### src/rtl/ihm_pkg.sv
// ----------------------------------------------------------------------------
// ihm_pkg: shared types and constants for the integer key hash map
// Operation and status codes, the slot layout, controller commands and the
// key mixing rounds.
// ----------------------------------------------------------------------------
package ihm_pkg;

    localparam int KEY_W       = 64;
    localparam int VAL_W       = 64;
    localparam int REQ_W       = 2;
    localparam int STATUS_W    = 3;
    localparam int COUNT_OUT_W = 11;
    localparam int HASH_W      = 32;

    // operation codes
    localparam logic [REQ_W-1:0] REQ_SET = 2'd0;
    localparam logic [REQ_W-1:0] REQ_GET = 2'd1;
    localparam logic [REQ_W-1:0] REQ_DEL = 2'd2;

    // result status codes
    localparam logic [STATUS_W-1:0] ST_UPDATED  = 3'd0;
    localparam logic [STATUS_W-1:0] ST_INSERTED = 3'd1;
    localparam logic [STATUS_W-1:0] ST_FULL     = 3'd2;
    localparam logic [STATUS_W-1:0] ST_FOUND    = 3'd3;
    localparam logic [STATUS_W-1:0] ST_MISSING  = 3'd4;
    localparam logic [STATUS_W-1:0] ST_DELETED  = 3'd5;

    // mix shift amounts
    localparam int SH_A = 21;
    localparam int SH_B = 24;
    localparam int SH_C = 3;
    localparam int SH_D = 8;
    localparam int SH_E = 14;
    localparam int SH_F = 2;
    localparam int SH_G = 4;
    localparam int SH_H = 28;
    localparam int SH_I = 31;

    typedef struct packed {
        logic              valid;
        logic [KEY_W-1:0]  key;
        logic [VAL_W-1:0]  value;
    } slot_t;

    // controller -> datapath
    typedef struct packed {
        logic load;     // latch request, first mix round
        logic hash2;    // second mix round
        logic hash3;    // third mix round
        logic read;     // fetch bucket row
        logic exec;     // compare ways, write back, load result
        logic clear;    // write an empty row during the clearing pass
    } ihm_cmd_t;

    // datapath -> controller
    typedef struct packed {
        logic clear_last;
    } ihm_stat_t;

    function automatic logic [KEY_W-1:0] mix_round1(input logic [KEY_W-1:0] k);
        logic [KEY_W-1:0] t;
        t = ~k + (k << SH_A);
        return t ^ (t >> SH_B);
    endfunction

    function automatic logic [KEY_W-1:0] mix_round2(input logic [KEY_W-1:0] k);
        logic [KEY_W-1:0] t;
        t = (k + (k << SH_C)) + (k << SH_D);
        return t ^ (t >> SH_E);
    endfunction

    function automatic logic [KEY_W-1:0] mix_round3(input logic [KEY_W-1:0] k);
        logic [KEY_W-1:0] t;
        t = (k + (k << SH_F)) + (k << SH_G);
        return t ^ (t >> SH_H);
    endfunction

    // only the low 32 bits of the last round are kept
    function automatic logic [HASH_W-1:0] mix_final(input logic [KEY_W-1:0] k);
        logic [HASH_W-1:0] t;
        t = k[HASH_W-1:0];
        return t + (t << SH_I);
    endfunction

endpackage

### src/rtl/ihm_ctrl.sv
// ----------------------------------------------------------------------------
// ihm_ctrl: request sequencer for the integer key hash map
// Runs the clearing pass, then steps each transaction through mix, read and
// execute; owns the result valid flag.
// ----------------------------------------------------------------------------
module ihm_ctrl
    import ihm_pkg::*;
(
    input  logic      aclk,
    input  logic      aresetn,
    input  logic      s_tvalid,
    output logic      s_tready,
    output logic      m_tvalid,
    input  logic      m_tready,
    input  ihm_stat_t stat,
    output ihm_cmd_t  cmd
);

    localparam logic [2:0] S_CLEAR = 3'd0;
    localparam logic [2:0] S_IDLE  = 3'd1;
    localparam logic [2:0] S_HASH2 = 3'd2;
    localparam logic [2:0] S_HASH3 = 3'd3;
    localparam logic [2:0] S_READ  = 3'd4;
    localparam logic [2:0] S_EXEC  = 3'd5;

    logic [2:0] state_reg, state_next;
    logic       out_valid_reg, out_valid_next;
    logic       exec_ok;

    // result slot is free, or being emptied this cycle
    assign exec_ok = !out_valid_reg || m_tready;

    always_comb begin
        state_next     = state_reg;
        out_valid_next = out_valid_reg;
        cmd            = '0;
        if (out_valid_reg && m_tready) begin
            out_valid_next = 1'b0;
        end
        case (state_reg)
            S_CLEAR: begin
                cmd.clear = 1'b1;
                if (stat.clear_last) begin
                    state_next = S_IDLE;
                end
            end
            S_IDLE: begin
                if (s_tvalid) begin
                    cmd.load   = 1'b1;
                    state_next = S_HASH2;
                end
            end
            S_HASH2: begin
                cmd.hash2  = 1'b1;
                state_next = S_HASH3;
            end
            S_HASH3: begin
                cmd.hash3  = 1'b1;
                state_next = S_READ;
            end
            S_READ: begin
                cmd.read   = 1'b1;
                state_next = S_EXEC;
            end
            S_EXEC: begin
                if (exec_ok) begin
                    cmd.exec       = 1'b1;
                    out_valid_next = 1'b1;
                    state_next     = S_IDLE;
                end
            end
            default: begin
                state_next = S_IDLE;
            end
        endcase
    end

    always_ff @(posedge aclk) begin
        if (!aresetn) begin
            state_reg     <= S_CLEAR;
            out_valid_reg <= 1'b0;
        end else begin
            state_reg     <= state_next;
            out_valid_reg <= out_valid_next;
        end
    end

    assign s_tready = (state_reg == S_IDLE);
    assign m_tvalid = out_valid_reg;

endmodule

### config.mk
export PLATFORM = sky130hd
export DESIGN_NAME = ihm_ctrl
export DESIGN_NICKNAME = d
export VERILOG_FILES = /design/src/rtl/ihm_pkg.sv /design/src/rtl/ihm_ctrl.sv
export SDC_FILE = /design/constraint.sdc
export NUM_CORES = 1
export LEC_CHECK = 0
export BUFFER_PORTS_ARGS = -buffer_cell sky130_fd_sc_hd__buf_2
export CORE_AREA = 2 2 39 41
export CTS_CLUSTER_SIZE = 20
export DETAILED_ROUTE_END_ITERATION = 16
export DIE_AREA = 0 0 41 43
export PLACE_DENSITY_LB_ADDON = 0.08
export SLEW_MARGIN = 15
export SYNTH_ARGS = -nofsm -noshare
export SYNTH_HDL_FRONTEND = slang
export SYNTH_SLANG_ARGS = --single-unit
export TNS_END_PERCENT = 10
### constraint.sdc
create_clock -name aclk -period 1 [get_ports aclk]
set_clock_uncertainty 0.1 [all_clocks]
set_input_delay 0.2 -clock aclk [delete_from_list [all_inputs] [get_ports aclk]]
set_output_delay 0.2 -clock aclk [all_outputs]
set_load 0.1 [all_outputs]
# ---- Yosys cells after proc, flatten, opt, wreduce, memory -nomap -nowiden
# Cells that the tools add are included.
dict set report word_totals {
  register_bits 4
  latch_bits 0
  ram_bits 0
  mem_bits_ro 0
  output_inout_bits 8
  n_memories 0
}
dict set report op_classes {
  addsub 0
  mul 0
  div 0
  magnitude_cmp 0
  eq_ne 8
  shift 0
  n_mux 15
  bitwise_logic 0
  reduce_logical 5
}
# op count
set op_table {}
lappend op_table {{3-bit case mux with 6 select lines} 1}
lappend op_table {{1-bit 2-to-1 mux} 11}
lappend op_table {{3-bit 2-to-1 mux} 3}
lappend op_table {{3-bit by 2-bit equality test with 1-bit output, second input constant} 2}
lappend op_table {{3-bit equality test, second input constant} 2}
lappend op_table {{2-bit != test, second input constant} 3}
lappend op_table {{3-bit by 1-bit equality test with 1-bit output, second input constant} 1}
lappend op_table {{3-bit logical NOT} 1}
lappend op_table {{3-bit AND reduction} 1}
lappend op_table {{1-bit logical AND} 1}
lappend op_table {{1-bit logical NOT} 1}
lappend op_table {{1-bit logical OR} 1}

# ---- Depth between registers and ports, before layout
dict set report logic_depth {
  ltp_word 4
  depth_mapped 4
  mapped_depth_nobuf 3
}

# ---- Worst setup path after synthesis
# No wires, ideal clock.
dict set report synth_path {
  path_type {register -> output}
  start {register state_reg[2]}
  end {output cmd[2] (netlist bit)}
  arrival_ns 2.666
  slack_ns -1.966
  path_stages_with_launch 3
  path_buffers 1
  cell_sequence {dfxtp_1 buf_4 nor3b_1}
}
# element line_no
set synth_rtl {}
lappend synth_rtl {{start: declaration} ihm_ctrl.sv:26} ;# logic [2:0] state_reg, state_next;
lappend synth_rtl {{start signal: assignment} ihm_ctrl.sv:83} ;# state_reg <= state_next;
lappend synth_rtl {{end: declaration} ihm_ctrl.sv:16} ;# output ihm_cmd_t cmd

==> impl_metrics.toml <==
[power_and_ir_drop]
p_leak_nw = 0.2559
power_frac_comb_pct = 50.0
vdd_ir_drop_max_v = 0.0007486
seqPwrFrac_pct = 24.4
clkPwrFrac_pct = 25.6
power_uw = 741.2
switching_share_pct = 37.55
p_int_uw = 462.9
power.switching_uw = 278.3
power_density_nw_per_um2 = 1255

[clock_tree]
clk_pin_slew_ns = 0.03
cts_tree = "yes"
cts_hold_buffers = 0
cts_num_sinks = 4
cts_root_buf = "clkbuf_4"
clk_latency_ns = 0.23
cts_max_level = 1
cts_made_buffers = 3
cts_buffer_depth = 2

[floorplanning]
initial_core_util_pct = 18.44
num_io_pins = 13
die_h_um = 43
fp.dieW_um = 41
die_area_um2 = 1763
core_area_um2 = 1384
row_count = 14

[logic_synthesis]
avgSynthCellArea_um2 = 9.817
ys_seq_area_share_pct = 31.37
ys_ff_latch = 4
syn_area_um2 = 255.2
synth_ff_type = "dfxtp_1"
synth_top_cell_by_area = "dfxtp_1"
syn_inst = 26
synth_area_leaders = "dfxtp_1 (31%), nor2b_4 (11%), nor3b_2 (9.8%), o21a_1 (5.9%), nand2b_1 (4.9%)"
synth_edf_count = 0
netlist.area_leader.share_pct = 31.37
ys_types = 18
yosysWarnings = 0
async_reset_ff_share_pct = 0
synth_nets = 31

[place]
dp_hpwl_um = 485.3
portBuffers = 12
gp_routability_congestion = 0.6794
post-place-ws_ns = -0.2804

[worst_setup_path]
crit_fanout = 3
critPathKind = "reg -> out"
worst_setup_path_start_kind = "flop"
required_ns = 0.70
worstPathArrival_ns = 1.17
crit_path_end_kind = "output port"

[drt]
vias = 273
drt-total-wl_um = 578
wl_per_cell_um = 8.758
drt-pass1-iter-count = 1
viasPerCell = 4.136
drtIter0Drc = 0
ant_nets = 0
drc = 0

[sta]
worst-slew-pin-transition_ns = 0.1898
clock.fmax_mhz = 680.5
finalCritPeriodShare_pct = 147.0
hold-worst-slack_ns = 0.1145
slew_viol_final = 0
max_slew_margin_pct = 87.33
period_minus_slack_ns = 1.470
fin_setup_tns_ns = -3.394
worst_slack_ns = -0.4696
finalHoldViolCount = 0
setup_viol = 11
rsz0062_at_grt = "true"

[global_route]
grt_max_degree = 9
grt_pass1_wl_mm = 1.062
grt.total_usage_pct = 8.936
antenna_found_initial = 0
grt_pass1_vias = 271
grt-ovfl-total = 0

[cells_and_area]
final_common_cell = "buf_4"
area_growth_pct = 131.4
final_core_util_pct = 42.68
diodes = 0
nets = 57
layout_common_cells = "buf_4 (10), buf_12 (8), buf_2 (4)"
largest_register_ff_count = 3
drive_gt1_share_pct = 80.00

[job]
maxCapViolations = 0

[worst_hold_path]
hold_class = "in -> reg"

[run_status]
outcome = "finished, violations left"
violations = "setup timing"
## kinds of logic after synthesis
family | synth area share (%)
compound gates | 18.14
buf+inv | 7.354
flops | 31.37
simple gates | 43.14
## critical path, cell delays in order (launching register included)
cell	delay, ns
dfxtp_2	0.33
nor2b_4	0.15
nor2b_4	0.15
and2_4	0.15
buf_12	0.16
## path summary, 6_finish.rpt
check / from / to / slack [ns] / cells after the start
setup / recovery: state_reg[0] / cmd[5] / -0.47 / 4
hold / removal: aresetn / state_reg[0] / 0.11 / 2
setup reg to reg: state_reg[0] / state_reg[0] / -0.15 / 3
hold reg to reg: state_reg[2] / m_tvalid / 0.42 / 2
## metrics by stage
step | std cells | instance area [µm²]
final | 66 | 590.6
after global routing | 66 | 590.6
after CTS | 66 | 590.6
after detailed placement | 62 | 544.3
after global placement | 62 | 544.3
after floorplan | 26 | 287.8
## Yosys cell counts, types with 2 or more instances
library cell  count
dfxtp_1           4
a21oi_1           2
nor2b_4           2
nor3b_2           2
nand2b_1          2
o21a_1            2
## routing by layer
layer / GRT usage [%] / wire (µm)
met4: 6.000 / 0
met2: 13.13 / 291
met5: 0 / 0
met1: 10.29 / 236
met3: 3.141 / 50
## cell type report
type	instances	area [µm²]
multi-input cells	20	193.9
well taps	16	20.02
fillers	130	793.3
flip-flops and latches	4	87.58
repair buffers	23	266.5
clock buffers	3	22.52
## timing repair
item	CTS	global route
pin swaps	2	1
setup endpoints to repair	11	12
gates cloned	0	0
gates resized for setup	8	0
buffers inserted	1	0
## power by group through the flow
stage / Clock, mW / Combinational, mW / Sequential (mW)
after global placement: 0 / 0.361 / 0.183
after detailed placement: 0 / 0.363 / 0.184
after floorplan: 0 / 0.233 / 0.184
after global routing: 0.219 / 0.387 / 0.183
after CTS: 0.203 / 0.374 / 0.180
final: 0.190 / 0.370 / 0.181
Power figures use the tool's default switching activity.
